## config.mk

```make
export PLATFORM = sky130hd
export DESIGN_NAME = tga_pixel_stream_decoder_top
export DESIGN_NICKNAME = d
export VERILOG_FILES = /design/src/design/tpsd_pkg.sv /design/src/design/tga_pixel_stream_decoder_top.sv /design/src/design/tpsd_front.sv /design/src/design/tpsd_queue.sv /design/src/design/tpsd_back.sv
export SDC_FILE = /design/constraint.sdc
export NUM_CORES = 1
export LEC_CHECK = 0
export BUFFER_PORTS_ARGS = -buffer_cell sky130_fd_sc_hd__buf_4
export CAP_MARGIN = 20
export CORE_UTILIZATION = 45
export DETAILED_ROUTE_END_ITERATION = 16
export GPL_ROUTABILITY_DRIVEN = 0
export PLACE_DENSITY = 0.69
export SYNTH_ARGS = -nofsm -noshare
export SYNTH_HDL_FRONTEND = slang
export SYNTH_SLANG_ARGS = --single-unit
```

## constraint.sdc

```tcl
create_clock -name clk -period 11.4 [get_ports clk]
set_clock_uncertainty 0.05 [all_clocks]
set_input_delay 1.71 -clock clk [delete_from_list [all_inputs] [get_ports clk]]
set_output_delay 1.71 -clock clk [all_outputs]
set_load 0.02 [all_outputs]
```

## src/design/tpsd_pkg.sv

```systemverilog
`timescale 1ns / 1ps
// ----------------------------------------------------------------------------
// tpsd_pkg
// Shared types and constants for the TGA pixel stream decoder.
// ----------------------------------------------------------------------------
package tpsd_pkg;

  localparam int unsigned DEF_MAX_WIDTH  = 4096;
  localparam int unsigned DEF_MAX_HEIGHT = 4096;

  localparam int CFG_W       = 13;
  localparam int DIM_W       = 13;
  localparam int IDX_W       = 24;
  localparam int CNT_W       = 8;
  localparam int QUEUE_DEPTH = 4;

  localparam logic [DIM_W-1:0] MIN_WIDTH  = 13'd4;
  localparam logic [DIM_W-1:0] MIN_HEIGHT = 13'd1;

  localparam logic [12:0] RST_IMAGE_WIDTH  = 13'd4;
  localparam logic [12:0] RST_IMAGE_HEIGHT = 13'd1;
  localparam logic [2:0]  RST_PIXEL_BYTES  = 3'd4;
  localparam logic        RST_RLE_MODE     = 1'b1;

  typedef enum logic [1:0] {
    REG_IMAGE_WIDTH,
    REG_IMAGE_HEIGHT,
    REG_PIXEL_BYTES,
    REG_RUN_LENGTH_MODE
  } reg_idx_t;

  typedef enum logic [1:0] {
    ST_IDLE,
    ST_BASE,
    ST_SEG
  } back_state_t;

  typedef struct packed {
    logic four;
    logic rle;
  } fmt_t;

  typedef struct packed {
    logic [DIM_W-1:0] width;
    logic [DIM_W-1:0] height;
  } geom_t;

  typedef struct packed {
    logic             soi;
    logic [CNT_W-1:0] count;
    logic [7:0]       red;
    logic [7:0]       green;
    logic [7:0]       blue;
    logic [7:0]       alpha;
  } cmd_t;

  typedef struct packed {
    logic full;
    logic empty;
  } qstat_t;

endpackage

```

## src/design/tga_pixel_stream_decoder_top.sv

```systemverilog
`timescale 1ns / 1ps
// ----------------------------------------------------------------------------
// tga_pixel_stream_decoder_top
// TGA true-color pixel data decoder, raw or run-length, to row segments.
// ----------------------------------------------------------------------------
// The intake takes one data word per cycle while its 4-entry command queue
// has room; each completed pixel and each start of image becomes one queued
// command. The segment writer takes a command, emits the row segments it
// causes (a run of up to 128 pixels over narrow rows gives up to 33), and
// does the row base multiply in a separate state at start of image and
// at every row change. Uncompressed pixels (3 or 4 words each) therefore
// sustain one word per cycle while the output is not stalled; long runs that
// cross rows hold the intake once the queue fills. Results wait in an output
// register and do not block intake of the next word.
// ----------------------------------------------------------------------------
module tga_pixel_stream_decoder_top
  import tpsd_pkg::*;
#(
  parameter int unsigned MAX_WIDTH  = DEF_MAX_WIDTH,
  parameter int unsigned MAX_HEIGHT = DEF_MAX_HEIGHT
)
(
  input  logic             clk,
  input  logic             rst,
  input  logic             cfg_write,
  input  logic [1:0]       cfg_index,
  input  logic [CFG_W-1:0] cfg_data,
  input  logic             in_valid,
  output logic             in_ready,
  input  logic [7:0]       data_byte,
  input  logic             start_of_image,
  output logic             out_valid,
  input  logic             out_ready,
  output logic [IDX_W-1:0] pixel_index,
  output logic [CNT_W-1:0] pixel_count,
  output logic [7:0]       red,
  output logic [7:0]       green,
  output logic [7:0]       blue,
  output logic [7:0]       alpha,
  output logic             last_in_step,
  output logic             image_done
);

  logic [12:0] image_width;
  logic [12:0] image_height;
  logic [2:0]  pixel_bytes;
  logic        run_length_mode;

  fmt_t   fmt;
  geom_t  geom;
  qstat_t qstat;
  cmd_t   push_cmd, head;
  logic   push, pop;

  always_ff @(posedge clk) begin
    if (rst) begin
      image_width     <= RST_IMAGE_WIDTH;
      image_height    <= RST_IMAGE_HEIGHT;
      pixel_bytes     <= RST_PIXEL_BYTES;
      run_length_mode <= RST_RLE_MODE;
    end else if (cfg_write) begin
      case (reg_idx_t'(cfg_index))
        REG_IMAGE_WIDTH:     image_width     <= cfg_data[12:0];
        REG_IMAGE_HEIGHT:    image_height    <= cfg_data[12:0];
        REG_PIXEL_BYTES:     pixel_bytes     <= cfg_data[2:0];
        REG_RUN_LENGTH_MODE: run_length_mode <= cfg_data[0];
        default: begin
        end
      endcase
    end
  end

  always_comb begin
    fmt.four = (pixel_bytes >= 3'd4);
    fmt.rle  = run_length_mode;
    if (image_width < MIN_WIDTH) begin
      geom.width = MIN_WIDTH;
    end else if (32'(image_width) > MAX_WIDTH) begin
      geom.width = DIM_W'(MAX_WIDTH);
    end else begin
      geom.width = image_width;
    end
    if (image_height < MIN_HEIGHT) begin
      geom.height = MIN_HEIGHT;
    end else if (32'(image_height) > MAX_HEIGHT) begin
      geom.height = DIM_W'(MAX_HEIGHT);
    end else begin
      geom.height = image_height;
    end
  end

  tpsd_front u_front (
    .clk            (clk),
    .rst            (rst),
    .in_valid       (in_valid),
    .in_ready       (in_ready),
    .data_byte      (data_byte),
    .start_of_image (start_of_image),
    .fmt            (fmt),
    .qstat          (qstat),
    .push           (push),
    .push_cmd       (push_cmd)
  );

  tpsd_queue u_queue (
    .clk      (clk),
    .rst      (rst),
    .push     (push),
    .push_cmd (push_cmd),
    .pop      (pop),
    .head     (head),
    .qstat    (qstat)
  );

  tpsd_back u_back (
    .clk          (clk),
    .rst          (rst),
    .geom         (geom),
    .q_valid      (!qstat.empty),
    .head         (head),
    .pop          (pop),
    .out_valid    (out_valid),
    .out_ready    (out_ready),
    .pixel_index  (pixel_index),
    .pixel_count  (pixel_count),
    .red          (red),
    .green        (green),
    .blue         (blue),
    .alpha        (alpha),
    .last_in_step (last_in_step),
    .image_done   (image_done)
  );

  a_done_is_last: assert property (@(posedge clk) disable iff (rst)
    out_valid && image_done |-> last_in_step)
    else $error("image_done on a segment that is not last in step");

  a_count_range: assert property (@(posedge clk) disable iff (rst)
    out_valid |-> (pixel_count != '0) && (pixel_count <= 8'd128))
    else $error("segment count out of range");

  a_queue_flags: assert property (@(posedge clk) disable iff (rst)
    !(qstat.full && qstat.empty))
    else $error("queue full and empty together");

  a_push_room: assert property (@(posedge clk) disable iff (rst)
    push |-> !qstat.full)
    else $error("command pushed into full queue");

  a_reset_idle: assert property (@(posedge clk)
    $past(rst) |-> !out_valid)
    else $error("result valid right after reset");

endmodule

```

## src/design/tpsd_front.sv

```systemverilog
`timescale 1ns / 1ps
// ----------------------------------------------------------------------------
// tpsd_front
// Byte intake: packet header parsing and pixel assembly into commands.
// ----------------------------------------------------------------------------
module tpsd_front
  import tpsd_pkg::*;
(
  input  logic       clk,
  input  logic       rst,
  input  logic       in_valid,
  output logic       in_ready,
  input  logic [7:0] data_byte,
  input  logic       start_of_image,
  input  fmt_t       fmt,
  input  qstat_t     qstat,
  output logic       push,
  output cmd_t       push_cmd
);

  logic [1:0]       phase, phase_next;
  logic [31:0]      held, held_next;
  logic [CNT_W-1:0] remaining, remaining_next;
  logic             is_run, is_run_next;
  logic             await_hdr, await_hdr_next;

  logic [1:0]       p0;
  logic [31:0]      h0, held_or;
  logic [CNT_W-1:0] r0, r_dec;
  logic             run0, a0;
  logic [2:0]       phase_inc, need;
  logic             accept;

  assign in_ready = !qstat.full;
  assign accept   = in_valid && in_ready;

  always_comb begin
    p0   = start_of_image ? 2'd0 : phase;
    h0   = start_of_image ? 32'd0 : held;
    r0   = start_of_image ? '0 : remaining;
    run0 = start_of_image ? 1'b0 : is_run;
    a0   = start_of_image ? 1'b1 : await_hdr;

    held_or   = h0 | (32'(data_byte) << {p0, 3'b000});
    phase_inc = {1'b0, p0} + 3'd1;
    need      = fmt.four ? 3'd4 : 3'd3;
    r_dec     = (r0 != '0) ? r0 - 1'b1 : '0;

    phase_next     = phase;
    held_next      = held;
    remaining_next = remaining;
    is_run_next    = is_run;
    await_hdr_next = await_hdr;
    push           = 1'b0;
    push_cmd       = '0;

    if (accept) begin
      phase_next     = p0;
      held_next      = h0;
      remaining_next = r0;
      is_run_next    = run0;
      await_hdr_next = a0;
      if (fmt.rle && a0) begin
        is_run_next    = data_byte[7];
        remaining_next = {1'b0, data_byte[6:0]} + 1'b1;
        await_hdr_next = 1'b0;
        phase_next     = 2'd0;
        held_next      = 32'd0;
      end else if (phase_inc < need) begin
        phase_next = phase_inc[1:0];
        held_next  = held_or;
      end else begin
        phase_next     = 2'd0;
        held_next      = 32'd0;
        push           = 1'b1;
        push_cmd.red   = held_or[23:16];
        push_cmd.green = held_or[15:8];
        push_cmd.blue  = held_or[7:0];
        push_cmd.alpha = fmt.four ? held_or[31:24] : 8'd0;
        if (!fmt.rle) begin
          push_cmd.count = 8'd1;
        end else if (run0) begin
          push_cmd.count = r0;
          remaining_next = '0;
          await_hdr_next = 1'b1;
        end else begin
          push_cmd.count = 8'd1;
          remaining_next = r_dec;
          if (r_dec == '0) begin
            await_hdr_next = 1'b1;
          end
        end
      end
      // start word never completes a pixel
      if (start_of_image) begin
        push         = 1'b1;
        push_cmd     = '0;
        push_cmd.soi = 1'b1;
      end
    end
  end

  always_ff @(posedge clk) begin
    if (rst) begin
      phase     <= 2'd0;
      held      <= 32'd0;
      remaining <= '0;
      is_run    <= 1'b0;
      await_hdr <= 1'b1;
    end else begin
      phase     <= phase_next;
      held      <= held_next;
      remaining <= remaining_next;
      is_run    <= is_run_next;
      await_hdr <= await_hdr_next;
    end
  end

endmodule

```

## src/design/tpsd_queue.sv

```systemverilog
`timescale 1ns / 1ps
// ----------------------------------------------------------------------------
// tpsd_queue
// Small command queue between the byte intake and the segment writer.
// ----------------------------------------------------------------------------
module tpsd_queue
  import tpsd_pkg::*;
(
  input  logic   clk,
  input  logic   rst,
  input  logic   push,
  input  cmd_t   push_cmd,
  input  logic   pop,
  output cmd_t   head,
  output qstat_t qstat
);

  localparam int PTR_W = $clog2(QUEUE_DEPTH);
  localparam int CNT_QW = $clog2(QUEUE_DEPTH + 1);

  cmd_t              mem [QUEUE_DEPTH];
  logic [PTR_W-1:0]  wr_ptr, rd_ptr;
  logic [CNT_QW-1:0] fill;

  assign head        = mem[rd_ptr];
  assign qstat.full  = (fill == CNT_QW'(QUEUE_DEPTH));
  assign qstat.empty = (fill == '0);

  always_ff @(posedge clk) begin
    if (push) begin
      mem[wr_ptr] <= push_cmd;
    end
  end

  always_ff @(posedge clk) begin
    if (rst) begin
      wr_ptr <= '0;
      rd_ptr <= '0;
      fill   <= '0;
    end else begin
      if (push) begin
        wr_ptr <= (wr_ptr == PTR_W'(QUEUE_DEPTH - 1)) ? '0 : wr_ptr + 1'b1;
      end
      if (pop) begin
        rd_ptr <= (rd_ptr == PTR_W'(QUEUE_DEPTH - 1)) ? '0 : rd_ptr + 1'b1;
      end
      if (push && !pop) begin
        fill <= fill + 1'b1;
      end else if (pop && !push) begin
        fill <= fill - 1'b1;
      end
    end
  end

endmodule

```

## src/design/tpsd_back.sv

```systemverilog
`timescale 1ns / 1ps
// ----------------------------------------------------------------------------
// tpsd_back
// Segment writer: places each pixel command into bottom-up rows before it takes
// the next, one row segment at a time, recomputing the row base at each row change.
// ----------------------------------------------------------------------------
module tpsd_back
  import tpsd_pkg::*;
(
  input  logic             clk,
  input  logic             rst,
  input  geom_t            geom,
  input  logic             q_valid,
  input  cmd_t             head,
  output logic             pop,
  output logic             out_valid,
  input  logic             out_ready,
  output logic [IDX_W-1:0] pixel_index,
  output logic [CNT_W-1:0] pixel_count,
  output logic [7:0]       red,
  output logic [7:0]       green,
  output logic [7:0]       blue,
  output logic [7:0]       alpha,
  output logic             last_in_step,
  output logic             image_done
);

  back_state_t state, state_next;

  logic [DIM_W-1:0] row, row_next;
  logic [DIM_W-1:0] col, col_next;
  logic [IDX_W-1:0] base, base_next;
  logic             finished, finished_next;
  logic [CNT_W-1:0] rem, rem_next;
  logic [7:0]       c_red, c_green, c_blue, c_alpha;
  logic             load_color;

  logic [DIM_W-1:0]   room, col_sum, flip_row;
  logic [CNT_W-1:0]   n;
  logic [DIM_W:0]     row_inc;
  logic [2*DIM_W-1:0] prod;
  logic               wrap, finishing, can_emit, emit;

  assign can_emit = !out_valid || out_ready;

  always_comb begin
    room      = (col < geom.width) ? geom.width - col : '0;
    n         = ({5'b0, rem} <= room) ? rem : room[CNT_W-1:0];
    col_sum   = col + {5'b0, n};
    wrap      = (col_sum >= geom.width);
    row_inc   = {1'b0, row} + 1'b1;
    finishing = wrap && (row_inc >= {1'b0, geom.height});
    flip_row  = (row < geom.height) ? geom.height - 1'b1 - row : '0;
    prod      = flip_row * geom.width;
  end

  always_comb begin
    state_next    = state;
    row_next      = row;
    col_next      = col;
    base_next     = base;
    finished_next = finished;
    rem_next      = rem;
    load_color    = 1'b0;
    pop           = 1'b0;
    emit          = 1'b0;
    case (state)
      ST_IDLE: begin
        if (q_valid) begin
          pop = 1'b1;
          if (head.soi) begin
            row_next      = '0;
            col_next      = '0;
            finished_next = 1'b0;
            rem_next      = '0;
            state_next    = ST_BASE;
          end else if (!finished && head.count != '0) begin
            rem_next   = head.count;
            load_color = 1'b1;
            state_next = ST_SEG;
          end
        end
      end
      ST_BASE: begin
        base_next  = prod[IDX_W-1:0];
        state_next = (rem != '0) ? ST_SEG : ST_IDLE;
      end
      ST_SEG: begin
        if (n == '0 || can_emit) begin
          emit     = (n != '0);
          rem_next = rem - n;
          col_next = wrap ? '0 : col_sum;
          if (wrap) begin
            row_next = row_inc[DIM_W-1:0];
            if (finishing) begin
              finished_next = 1'b1;
              rem_next      = '0;
              state_next    = ST_IDLE;
            end else begin
              state_next = ST_BASE;
            end
          end else begin
            state_next = (rem == n) ? ST_IDLE : ST_SEG;
          end
        end
      end
      default: begin
        state_next = ST_IDLE;
      end
    endcase
  end

  always_ff @(posedge clk) begin
    if (rst) begin
      state     <= ST_IDLE;
      row       <= '0;
      col       <= '0;
      base      <= '0;
      finished  <= 1'b0;
      rem       <= '0;
      out_valid <= 1'b0;
    end else begin
      state    <= state_next;
      row      <= row_next;
      col      <= col_next;
      base     <= base_next;
      finished <= finished_next;
      rem      <= rem_next;
      if (emit) begin
        out_valid <= 1'b1;
      end else if (out_ready) begin
        out_valid <= 1'b0;
      end
    end
  end

  always_ff @(posedge clk) begin
    if (load_color) begin
      c_red   <= head.red;
      c_green <= head.green;
      c_blue  <= head.blue;
      c_alpha <= head.alpha;
    end
    if (emit) begin
      pixel_index  <= base + {11'b0, col};
      pixel_count  <= n;
      red          <= c_red;
      green        <= c_green;
      blue         <= c_blue;
      alpha        <= c_alpha;
      last_in_step <= (rem == n) || finishing;
      image_done   <= finishing;
    end
  end

endmodule

```

Word-level counts from Yosys, hierarchy flattened:

Memory sizes are Yosys's and may differ from the RTL's. A register that Yosys moved wholly into a read port is not among the register bits.
Index checks and enable logic that the tools add are counted.
W data, S select, Z words.

* RAM bits: 164
* logic and storage cells: 197
* register bits: 241
* memories: 1
* output and inout port bits: 68
* input bits: 29

Memories
* u_queue.mem: depth 4, width 41, rd ports 1, clocked after memory_dff 1, write ports 1, RTL line tpsd_queue.sv:21 `cmd_t mem [QUEUE_DEPTH];`

* add/sub/neg operators: 14
* equality and inequality tests: 15
* bitwise logic cells: 1
* reduce and logical (&&, ||, !) cells: 35
* multipliers: 1
* shifts and indexed selects: 1
* order comparisons: 11
* mux-type cells: 87

Operators by type and width (count)
* $mux W13: 12
* $mux W8: 16
* $mux W32: 3
* $mux W41: 2
* $mux W40: 2
* $pmux W13 S2: 2
* $or A32 B32 Y32: 1
* $reduce_bool A8 Y1: 4
* $shl A8 B5 Y32: 1
* $mux W1: 30
* $mux W2: 14
* $gt A13 B13 Y1 const B: 2
* $lt A13 B13 Y1: 2
* $sub A13 B13 Y13: 2
* $add A24 B13 Y24: 1
* $mul A13 B13 Y24: 1
* $logic_not A8 Y1: 2
* $pmux W8 S2: 1
* $add A13 B1 Y14 const B: 1
* $ge A14 B13 Y1: 1
* $add A13 B8 Y13: 1
* $ge A13 B13 Y1: 1
* $le A8 B13 Y1: 1
* $lt A13 B1 Y1 const B: 1
* other kinds (32): 61

Logic depth before layout (Yosys ltp):

Gate-level depths: netlist (run 1).

* word-level depth: 14
* depth in mapped cells: 43
* mapped depth without buffers: 40

Modules after synthesis:

A second synthesis (run 1) with hierarchy kept.

* cells, all modules: 2357
* area, all modules: 25286.8 um^2

Modules (own cells, without submodules)
* tpsd_back: area an instance 15021.9 um^2, times used 1, cells each 1613, sequential area each 4184.0 um^2
* tpsd_queue: area an instance 6407.4 um^2, times used 1, cells each 259, sequential area each 5104.9 um^2
* tpsd_front: area an instance 2613.8 um^2, times used 1, cells each 324, sequential area each 880.8 um^2
* tga_pixel_stream_decoder_top: area an instance 1243.7 um^2, times used 1, cells each 161, sequential area each 560.5 um^2

Least setup slack after synthesis (run 1):

OpenSTA, ideal clock, no wires.

* path kind: register -> register
* start: register image_width[6]
* end: register u_back.col[1]
* setup time: 0.087 ns
* path slack: 3.305 ns
* data required time: 11.263 ns
* cell stages (with the launch flop): 42
* buffers on the path: 3
* period minus slack after synthesis: 8.095 ns
* data arrival time: 7.958 ns
* cell sequence: dfxtp_1 > nor4_1 > a31oi_1 > and2_1 > clkbuf_1 > ha_1 > nor2b_1 > o2111ai_1 > nand3_1 > a311o_1 > and2_1 > nand2_1 > ha_1 > nor2b_1 > o21a_1 > o21ai_0 > a21oi_1 > o21ai_0 > (+6 left out) > a21o_1 > a21oi_1 > o21bai_1 > a211o_1 > a31oi_1 > nor2b_1 > o21ai_0 > nor4_1 > or2_2 > ha_1 > a2111oi_0 > o31ai_1 > o22ai_1 > nand2_1 > clkbuf_1 > nor3b_1 > nand3_1 > o31ai_1

* word-level cells in the longest chain between the ends: 12
* elaborated cells between the ends (all ways): 18
* those cells by class: add/sub: 2; order compare: 5; eq/ne: 1; mux: 7; reduce/logical: 3

Ends and longest elaborated chain
* start, declared: RTL line tga_pixel_stream_decoder_top.sv:44 `logic [12:0] image_width;`
* start signal, assigned: RTL line tga_pixel_stream_decoder_top.sv:63 `REG_IMAGE_WIDTH: image_width <= cfg_data[12:0];`
* $gt A13 B13 Y1: RTL line tga_pixel_stream_decoder_top.sv:78 `end else if (32'(image_width) > MAX_WIDTH) begin`
* $mux W13: RTL line tga_pixel_stream_decoder_top.sv:78
* $mux W13 *: RTL line tga_pixel_stream_decoder_top.sv:76 `if (image_width < MIN_WIDTH) begin`
* $sub A13 B13 Y13 / $lt A13 B13 Y1 (equally long branches): RTL line tpsd_back.sv:47 `room = (col < geom.width) ? geom.width - col : '0;`
* $mux W13 *: RTL line tpsd_back.sv:47
* $le A8 B13 Y1: RTL line tpsd_back.sv:48 `n = ({5'b0, rem} <= room) ? rem : room[CNT_W-1:0];`
* $mux W8 *: RTL line tpsd_back.sv:48
* net u_back.n[1]: RTL line tpsd_back.sv:39 `logic [CNT_W-1:0] n;`
* $add A13 B8 Y13: RTL line tpsd_back.sv:49 `col_sum = col + {5'b0, n};`
* $ge A13 B13 Y1: RTL line tpsd_back.sv:50 `wrap = (col_sum >= geom.width);`
* $mux W13: RTL line tpsd_back.sv:92 `col_next = wrap ? '0 : col_sum;`
* $mux W13: RTL line tpsd_back.sv:89 `if (n == '0 || can_emit) begin`
* $pmux W13 S2: RTL line tpsd_back.sv:67 `case (state)`
* end signal, assigned: RTL line tpsd_back.sv:125 `col <= col_next;`
* end, declared: RTL line tpsd_back.sv:31 `logic [DIM_W-1:0] col, col_next;`

Mark *: on every way through the listed nets, which the timed path passes. The rest lies on a longest branch. The select of a mux whose other input is x is not followed.
A chain may end at the register's enable or synchronous reset.

Worst setup path after layout (run 1):

* start: register image_width[2]
* end: register u_back.col[8]

Same word-level chain as after synthesis.

==> summary.txt, run 1 <==
Synthesis
  • Syn_nets: about 2700
  • Synthesized flop and latch total: 405
  • Main synth FF type: edfxtp_1
  • Yosys warns: 0
  • Post-synth EDFFs: roughly 260
  • Area leader, netlist: edfxtp_1
  • Syn Std Cell Area: 0.0249 mm²
  • Post-Syn Instances: ~2400
  • Simple-gate portion of the synthesized area: 0.136
  • Compound-Gate Fraction of Synth Area: 0.116
  • Post-synthesis sequential area ratio: 0.432
  • Post-synthesis adder-cell area fraction: 0.190
  • Synth top area share: 0.316
  • Post-synth ARST share: 0
  • Xor/xnor cell area share of the yosys netlist: 0.0331
  • Area contributors post-synth: edfxtp_1 32%, dfxtp_1 12%, fa_1 10%, ha_1 8.8%, nand2_1 4.3%
  • Netlist cell types: 86
  • Mapped Avg Cell Area: 10.5 µm²
  • Multiplexer share of the synthesized area: 0.0405
  • Main combinational cell family by area after synthesis: adder cells

Min path
  • Min-delay src: u_back.c_alpha[2]$_DFFE_PP_
  • Hold path endpoint: u_back.alpha[2]$_DFFE_PP_
  • Min-delay worst type: flip-flop to flip-flop
  • Hold Path Depth: 0

Floorplan
  • Die Ht: 237 µm
  • Initial Utilization: 0.458
  • Rows: 85
  • Core ar.: 0.0542 mm²
  • Boundary Pins: 97
  • Die width: 237 µm
  • Die area: 0.0562 mm²

Global route
  • Tot GR Track Use: 0.217
  • Pin count of the biggest net entering global routing: 67
  • GR Overflow Total: 0
  • First-pass GRT wire length: 96.3 mm
  • Initial antenna violation count: 0
  • Vias in the first global route: around 18000

CTS
  • Root Buffer: clkbuf_16
  • Clk buf depth: 3
  • Post-cts sizing count: 0
  • CTS tree: built
  • Clk slew on worst S/H paths: about 0.06 ns
  • Clk_lat worst skew: between 0.6 and 0.7 ns
  • H-tree depth: 2
  • CTS Hold Bufs: 0
  • Setup bufs post-CTS: 0
  • CTS sink cnt: roughly 400
  • CTS buffer count: 44

Timing
  • Slew headroom: 0.289
  • Achievable clock frequency: around 0.10 GHz
  • RSZ-0062 raised after global routing: no
  • Final hold violations: 0
  • Worst-Margin Slew: 1.06 ns
  • Final Max Slew Viols: 0
  • Final Cycle Share: 0.872
  • Crit path time final: roughly 9.9 ns
  • Worst hold slack: 0.368 ns
  • Final setup fails: 0
  • Setup_tns: 0 ns

Detailed routing
  • Vias: ~18000
  • Antenna viol nets, final: 0
  • Initial DRC Count: 1482
  • Avg WL per Cell: 19.4 µm
  • Vias per Instance: ~5.7
  • DRT Pass-1 Iters: 6
  • Drt drc: 0
  • DRT Wirelength: 61.2 mm

Final layout
  • Layout cell share with drive strength beyond 1: 0.108
  • Commonest non-fill, non-tap cell in the layout: nand2_1
  • Area grow syn2layout: 11.6%
  • Post-layout net count: 2757
  • Final core utilization: 0.511
  • Diodes inserted: 0
  • Final instance area: about 0.028 mm²
  • Most frequent cells in the layout: 282 x nand2_1, 262 x edfxtp_1, 239 x inv_1

Power
  • Sw frac: 0.360
  • Power Total: 5260 µW
  • Lkg Pwr: approximately 0.011 µW
  • Clock Power Share: 0.284
  • IR drop worst, VDD: 0.000139 V
  • Part of the power in combinational logic: 0.354
  • Seq pwr share: 0.363
  • Sw power: 1900 µW
  • Internal power: 3370 µW
  • PwrDens: about 190 mW/mm²

Setup path
  • CP Launch Type: flip-flop
  • Worst r2r src: image_width[2]$_SDFFE_PP1P_
  • Crit-path max cell delay: between 0.8 and 0.9 ns
  • RR Endpoint: u_back.col[8]$_SDFFE_PP0P_
  • WP data arrival: approximately 10 ns
  • Worst-path cell with the longest stage delay: a21oi_1
  • Crit Path Category: flip-flop to flip-flop
  • Crit. End Element: flip-flop
  • CP most frequent cell: a21oi_1
  • Reg2Reg Depth: 36
  • Crit. Startpoint: image_width[2]$_SDFFE_PP1P_
  • Reg-to-reg slack, setup: 1.46 ns
  • Critical path required time: 11.88 ns
  • Crit Path Max Fanout: 18

Status
  • Run status: finished, final reports clean

Placement
  • Placed cell areas: 0.0262 mm²
  • Number of port buffers: 96
  • Hpwl dp: between 40 and 50 mm

Job
  • MaxCap Viol Count: 0
per-stage QoR:
stage | std cells | worst slack [ns]
4_1_cts | 3159 | 1.58
2_1_floorplan | 2366 | 3.31
5_1_grt | 3159 | 0.547
3_5_place_dp | 3077 | 1.61
6_report | 3159 | 1.46
3_3_place_gp | 3077 | 2.02
sequential cells by signal, summed over array words and instances, names as in the netlist, 2 cells and up, named ones only:
name	cells
u_queue.mem	164
u_front.held	32
u_back.base	24
u_back.pixel_index	24
image_height	13
image_width	13
u_back.col	13
u_back.row	13
u_back.alpha	8
u_back.blue	8
u_back.c_alpha	8
u_back.c_blue	8
u_back.c_green	8
u_back.c_red	8
u_back.green	8
u_back.pixel_count	8
u_back.red	8
u_back.rem	8
u_front.remaining	8
u_queue.fill	3
u_back.state	2
u_front.phase	2
u_queue.rd_ptr	2
u_queue.wr_ptr	2
cells in the mapped netlist, types with 25 or more instances:
library cell / n
and2_1: 31
clkbuf_1: 76
inv_1: 239
and3_1: 25
nor2_1: 216
a21oi_1: 138
a21o_1: 25
mux4_2: 41
o21ai_0: 59
nor3_1: 32
dfxtp_1: 143
nor2b_1: 29
nand3_1: 35
nand2_1: 282
fa_1: 126
a22oi_1: 51
ha_1: 175
edfxtp_1: 262
xnor2_1: 76
power groups by stage:
stage	sequential (µW)	combinational, µW	clock, µW
after floorplan	1980	1280	0
after global placement	1930	1810	0
after detailed placement	1940	1850	0
after CTS	1910	1860	1530
after global routing	1930	2050	1580
final	1910	1860	1490
worst max-delay path: cells and delay by family (launching register included):
kind / cells / cell delay (ns)
AOI/OAI and AO/OA: 20 / 5.57
adders and majority gates: 4 / 1.19
DFF: 1 / 0.31
and+or+nand+nor: 11 / 2.40
buffers and inverters: 1 / 0.33
final cells by class:
type	count	area (µm²)
Sequential cell	405	10700
Clock inverter	28	352
Inverter	241	905
Clock buffer	54	1190
Fill cell	4785	26500
Timing Repair Buffer	115	863
Tap cell	696	871
Multi-Input combinational cell	1620	12800
cells by family after synthesis:
kind of cell / count (synthesis)
multiplexers: 49
buffers and inverters: 341
XOR/XNOR: 94
adder cells (fa/ha/maj): 301
AND/OR/NAND/NOR: 741
AO/OA/AOI/OAI: 435
flip-flops: 405
per-layer routing:
layer	global-route usage	up-vias	share of wire
met4	0.0655	0	0.024
met3	0.0413	113	0.072
met5	0	-	0
met2	0.352	645	0.47
met1	0.294	8930	0.43
li1	-	8382	-
how the worst max path moves through the flow:
stage                                        endpoint  depth (start not counted)
after floorplan            u_back.col[1]$_SDFFE_PP0P_                         41
after global placement    u_back.col[11]$_SDFFE_PP0P_                         36
after detailed placement   u_back.row[0]$_SDFFE_PP0P_                         35
after CTS                 u_back.col[11]$_SDFFE_PP0P_                         36
after global routing       u_back.col[8]$_SDFFE_PP0P_                         36
final                      u_back.col[8]$_SDFFE_PP0P_                         36
Power figures use the tool's default switching activity.
==> run 2, diff against run 1 <==
- ABC_AREA: default -> 1
- CORE_UTILIZATION: 45 -> 40
- CTS_CLUSTER_SIZE: default -> 16
- PLACE_DENSITY: 0.69 -> 0.64
==> run 2 against run 1 <==
- sequential share of layout area shrank 1.3 points
- critical path depth grew 17
- clock power is essentially flat
- design area grew 3.5%
- final cell count grew 24%
- sequential power grew 9%
- synthesized cell count grew 26%
- combinational power grew 120%
- setup slack gained 0.74 ns
- first-iteration DRC count grew 11%
- critical path type unchanged
==> summary.txt, run 2 <==
Floorplan
  • Core ar.: 0.0632 mm²
  • Initial Utilization: 0.405
  • Rows: 92
  • Die area: 0.0650 mm²
  • Die Ht: 255 µm
  • Boundary Pins: 97
  • Die width: 255 µm

Setup path
  • Reg2Reg Depth: 53
  • Crit-path max cell delay: 0.89 ns
  • Crit Path Category: flip-flop to flip-flop
  • Worst setup path end: u_back.state[1]$_SDFFE_PP0P_
  • Levels on crit path: 53
  • WP buf/inv: 6
  • Crit. Startpoint: image_width[12]$_SDFFE_PP0P_
  • CP Launch Type: flip-flop
  • WP data arrival: between 9 and 10 ns
  • CP most frequent cell: nand2_1
  • RR Endpoint: u_back.state[1]$_SDFFE_PP0P_
  • Worst r2r src: image_width[12]$_SDFFE_PP0P_
  • Crit. End Element: flip-flop
  • Crit Path Max Fanout: 16
  • CP top delay family: simple AND/OR/NAND/NOR gates
  • Worst-path cell with the longest stage delay: nor2_1
  • Critical path required time: about 12 ns
  • Reg-to-reg slack, setup: ~2.2 ns

Global route
  • Tot GR Track Use: 0.202
  • First-pass GRT wire length: approximately 100 mm
  • GR Overflow Total: 0
  • Initial antenna violation count: 0
  • Pin count of the biggest net entering global routing: 71
  • Vias in the first global route: 19037

CTS
  • H-tree depth: 2
  • Clk_lat worst skew: 0.61 ns
  • Clk slew on worst S/H paths: 0.06 ns
  • CTS sink cnt: 405
  • Setup bufs post-CTS: 0
  • Post-cts sizing count: 0
  • CTS Hold Bufs: 0
  • CTS buffer count: between 40 and 50
  • Clk buf depth: 3
  • CTS tree: built
  • Root Buffer: clkbuf_16

Timing
  • Final hold violations: 0
  • Worst-Margin Slew: 1.13 ns
  • Slew headroom: 0.247
  • Achievable clock frequency: 0.109 GHz
  • Final Max Slew Viols: 0
  • Final Cycle Share: 0.807
  • RSZ-0062 raised after global routing: no
  • Final setup fails: 0
  • Crit path time final: 9.19 ns
  • Worst hold slack: 0.369 ns
  • Setup_tns: 0 ns

Placement
  • Hpwl dp: 47.5 mm
  • Number of port buffers: 96
  • Placed cell areas: 0.0272 mm²

Synthesis
  • Syn_nets: between 3000 and 4000
  • Post-synthesis sequential area ratio: 0.419
  • Area leader, netlist: edfxtp_1
  • Syn Std Cell Area: 0.0256 mm²
  • Netlist cell types: ~50
  • Main synth FF type: edfxtp_1
  • Area contributors post-synth: edfxtp_1 31%, dfxtp_1 11%, fa_1 9.9%, ha_1 8.6%, nand2_1 8.4%
  • Post-synth EDFFs: roughly 260
  • Post-synth ARST share: 0
  • Yosys warns: 0
  • Commonest cells post-synth: 575 x nand2_1, 452 x inv_1, 404 x nor2_1
  • Synth top area share: 0.307
  • Mapped Avg Cell Area: between 8 and 9 µm²
  • Post-Syn Instances: 2979
  • Synthesized flop and latch total: 405
  • Most common cell in the netlist: nand2_1

Final layout
  • Final instance area: 0.0287 mm²
  • Final core utilization: 0.454
  • Commonest non-fill, non-tap cell in the layout: nand2_1
  • Area grow syn2layout: 12.2%
  • Layout cell share with drive strength beyond 1: 0.0721
  • Largest regs: u_queue.mem (164), u_front.held (32)
  • Post-layout net count: between 3000 and 4000
  • Filler cell count: 6067
  • Diodes inserted: 0
  • Max FFs per register: 164
  • Most frequent cells in the layout: 575 x nand2_1, 451 x inv_1, 398 x nor2_1
  • Multi-input gate area: roughly 0.013 mm²
  • Top reg by flops: u_queue.mem
  • Register area: 0.0107 mm²

Detailed routing
  • Avg WL per Cell: 16.6 µm
  • Antenna viol nets, final: 0
  • DRT Pass-1 Iters: 5
  • Vias: 19896
  • Drt drc: 0
  • DRT Wirelength: 65.1 mm
  • Vias per Instance: 5.07
  • Initial DRC Count: ~1600

Power
  • Clock Power Share: 0.193
  • Sw power: 3530 µW
  • Sw frac: 0.455
  • IR drop worst, VDD: 0.000134 V
  • Part of the power in combinational logic: 0.539
  • Lkg Pwr: between 0.01 and 0.015 µW
  • PwrDens: 270 mW/mm²
  • Seq pwr share: 0.268
  • Internal power: 4230 µW

Status
  • Run status: finished, final reports clean

Min path
  • Min-delay worst type: flip-flop to flip-flop

Job
  • MaxCap Viol Count: 0
[run 2: power by group through the flow]
stage	Combinational, µW	Clock, µW	Sequential, µW
3_5_place_dp	4140	0	2110
2_1_floorplan	2930	0	2180
5_1_grt	4720	1580	2110
4_1_cts	4170	1530	2080
3_3_place_gp	4110	0	2110
6_report	4180	1500	2080
[run 2: worst min path at each step]
stage	start	end	slack, ns	cells after the start
after floorplan	u_back.c_alpha[0]$_DFFE_PP_	u_back.alpha[0]$_DFFE_PP_	0.35	0
after global routing	u_back.c_alpha[6]$_DFFE_PP_	u_back.alpha[6]$_DFFE_PP_	0.37	0
after global placement	u_back.c_green[0]$_DFFE_PP_	u_back.green[0]$_DFFE_PP_	0.35	0
final	u_back.c_red[7]$_DFFE_PP_	u_back.red[7]$_DFFE_PP_	0.37	0
after CTS	u_back.c_red[7]$_DFFE_PP_	u_back.red[7]$_DFFE_PP_	0.37	0
after detailed placement	u_back.c_green[0]$_DFFE_PP_	u_back.green[0]$_DFFE_PP_	0.35	0
[run 2: metrics by stage]
step,std cells,total power [µW],worst slack (ns)
final,3927,7760,2.21
after global routing,3927,8420,1.31
after CTS,3926,7780,2.40
after detailed placement,3844,6250,2.42
after global placement,3844,6220,2.69
after floorplan,2979,5110,3.77
[run 2: cell type report]
| type | instances | area share |
|---|---|---|
| Timing Repair Buffer | 117 | 0.0310 |
| Tap cell | 846 | 0.0369 |
| Clock buffer | 61 | 0.0416 |
| Inverter | 465 | 0.0609 |
| Sequential cell | 405 | 0.374 |
| Clock inverter | 21 | 0.0113 |
| Multi-Input combinational cell | 2012 | 0.445 |
[run 2: metal layers]
layer,vias to the layer above,wire (µm),track usage
met5,-,0,0
met4,0,1370,0.0470
met3,85,3710,0.0322
met2,534,30300,0.332
met1,9432,29800,0.279
li1,9845,-,-
[run 2: cell families after synthesis]
group,after synthesis,synth area share
buf+inv,562,0.0839
xor+xnor,75,0.0257
simple gates,1166,0.187
flops,405,0.419
compound gates,470,0.100
fa+ha+maj,301,0.184
==> run 3, diff against run 2 <==
- clock period: 11.4 -> 9.5 ns (I/O delays scaled with it)
==> run 3 against run 2 <==
- design area is 0.24% higher
- clock power is 16% higher
- die area stayed put
- wire length is 0.24% lower
- critical path depth is 12 lower
- final cell count is 0.43% higher
- critical path type unchanged
- critical endpoint is now u_back.base[22]$_SDFFE_PP0P_
==> summary.txt, run 3 (same netlist as run 2, synthesis figures left out) <==
Final layout
  • Largest regs: u_queue.mem (164), u_front.held (32)
  • Area grow syn2layout: 12.5%
  • Diodes inserted: 0
  • Top reg by flops: u_queue.mem
  • Most frequent cells in the layout: 574 x nand2_1, 449 x inv_1, 396 x nor2_1
  • Non-filler cells, final: 3944
  • Max FFs per register: 164
  • Commonest non-fill, non-tap cell in the layout: nand2_1
  • Filler cell count: 6096
  • Layout cell share with drive strength beyond 1: 0.0778
  • Post-layout net count: 3391

Detailed routing
  • Initial DRC Count: between 1500 and 2000
  • Antenna viol nets, final: 0
  • DRT Wirelength: 65.0 mm
  • Vias per Instance: 5.08
  • Drt drc: 0
  • Avg WL per Cell: 16.5 µm
  • Vias: 20031
  • DRT Pass-1 Iters: 6

Setup path
  • Crit-path max cell delay: 0.55 ns
  • WP buf/inv: 6
  • Reg-to-reg slack, setup: ~0.94 ns
  • WP data arrival: about 9.0 ns
  • Crit. Startpoint: image_height[8]$_SDFFE_PP0P_
  • Worst r2r src: image_height[8]$_SDFFE_PP0P_
  • Crit Path Max Fanout: 11
  • Worst-path cell with the longest stage delay: fa_1
  • CP most frequent cell: nand2_1
  • Crit. End Element: flip-flop
  • Crit Path Category: flip-flop to flip-flop
  • Critical path required time: ~10 ns
  • CP Launch Type: flip-flop
  • CP top delay family: adder cells

Status
  • Run status: finished, final reports clean

Global route
  • Initial antenna violation count: 0
  • Pin count of the biggest net entering global routing: 84
  • GR Overflow Total: 0
  • First-pass GRT wire length: 104 mm
  • Vias in the first global route: 19427
  • Tot GR Track Use: 0.203

CTS
  • CTS Hold Bufs: 0
  • H-tree depth: 2
  • Clk_lat worst skew: 0.60 ns
  • CTS tree: built
  • Clk slew on worst S/H paths: 0.07 ns
  • Clk buf depth: 3
  • CTS sink cnt: 405
  • CTS buffer count: 45
  • Root Buffer: clkbuf_16

Timing
  • Setup_tns: 0 ns
  • RSZ-0062 raised after global routing: no
  • Worst-Margin Slew: approximately 1.1 ns
  • Achievable clock frequency: 0.117 GHz
  • Slew headroom: 0.290
  • Final Cycle Share: 0.901
  • Final setup margin: 0.941 ns
  • Crit path time final: around 8.6 ns
  • Final Max Slew Viols: 0
  • Final setup fails: 0
  • Final hold violations: 0

Placement
  • Placement Setup Slack: around 0.47 ns
  • Placed Cells incl. Taps: 3858
  • Hpwl dp: about 47 mm
  • Number of port buffers: 96

Min path
  • Min-delay src: u_back.c_blue[2]$_DFFE_PP_
  • Min-delay worst type: flip-flop to flip-flop

Floorplan
  • Initial Utilization: 0.405
  • Core ar.: 0.0632 mm²
  • Die width: 255 µm
  • Die Ht: 255 µm
  • Boundary Pins: 97
  • Rows: 92
  • Die area: about 0.065 mm²

Power
  • IR drop worst, VDD: 0.000163 V
  • Lkg Pwr: 0.0125 µW
  • Power Total: 9290 µW
  • PwrDens: 323 mW/mm²

Job
  • MaxCap Viol Count: 0
-- run 3: repair_timing --
item / CTS / global route
endpoints found under the setup margin: 0 / 39
gates resized for setup: 0 / 7
buffers inserted: 0 / 2
-- run 3: final cells by class --
type | instances | area [µm²] | share of cell area
clock buffers | 57 | 1190 | 0.0414
clock inverters | 27 | 272 | 0.00943
inverters | 465 | 1750 | 0.0609
multi-input cells | 2012 | 12800 | 0.444
flip-flops and latches | 405 | 10700 | 0.373
well taps | 846 | 1060 | 0.0368
repair buffers | 132 | 991 | 0.0344
-- run 3: metal layers --
layer	GRT usage	wire [µm]	up-vias
met5	0	0	-
met4	0.0505	1190	0
met3	0.0299	3590	92
met2	0.339	30800	490
met1	0.274	29300	9551
li1	-	-	9898
-- run 3: worst paths after layout --
check,cells after the start,end
worst max register to register,41,u_back.base[22]$_SDFFE_PP0P_
worst min-delay path,0,u_back.blue[2]$_DFFE_PP_
worst max-delay path,41,u_back.base[22]$_SDFFE_PP0P_
worst min register to register,0,u_back.blue[2]$_DFFE_PP_
-- run 3: stage by stage --
stage,area [µm²],util,hold slack [ns]
final,28800,0.456,0.368
after global routing,28800,0.456,0.371
after CTS,28800,0.455,0.361
after detailed placement,27300,0.432,0.355
after global placement,27300,0.432,0.352
after floorplan,25600,-,0.350
-- run 3: power by group --
part / leakage [µW] / internal [µW] / switching, µW
Sequential: 0.00357 / 2320 / 153
Combinational: 0.00825 / 1720 / 3350
Clock: 0.000710 / 986 / 755
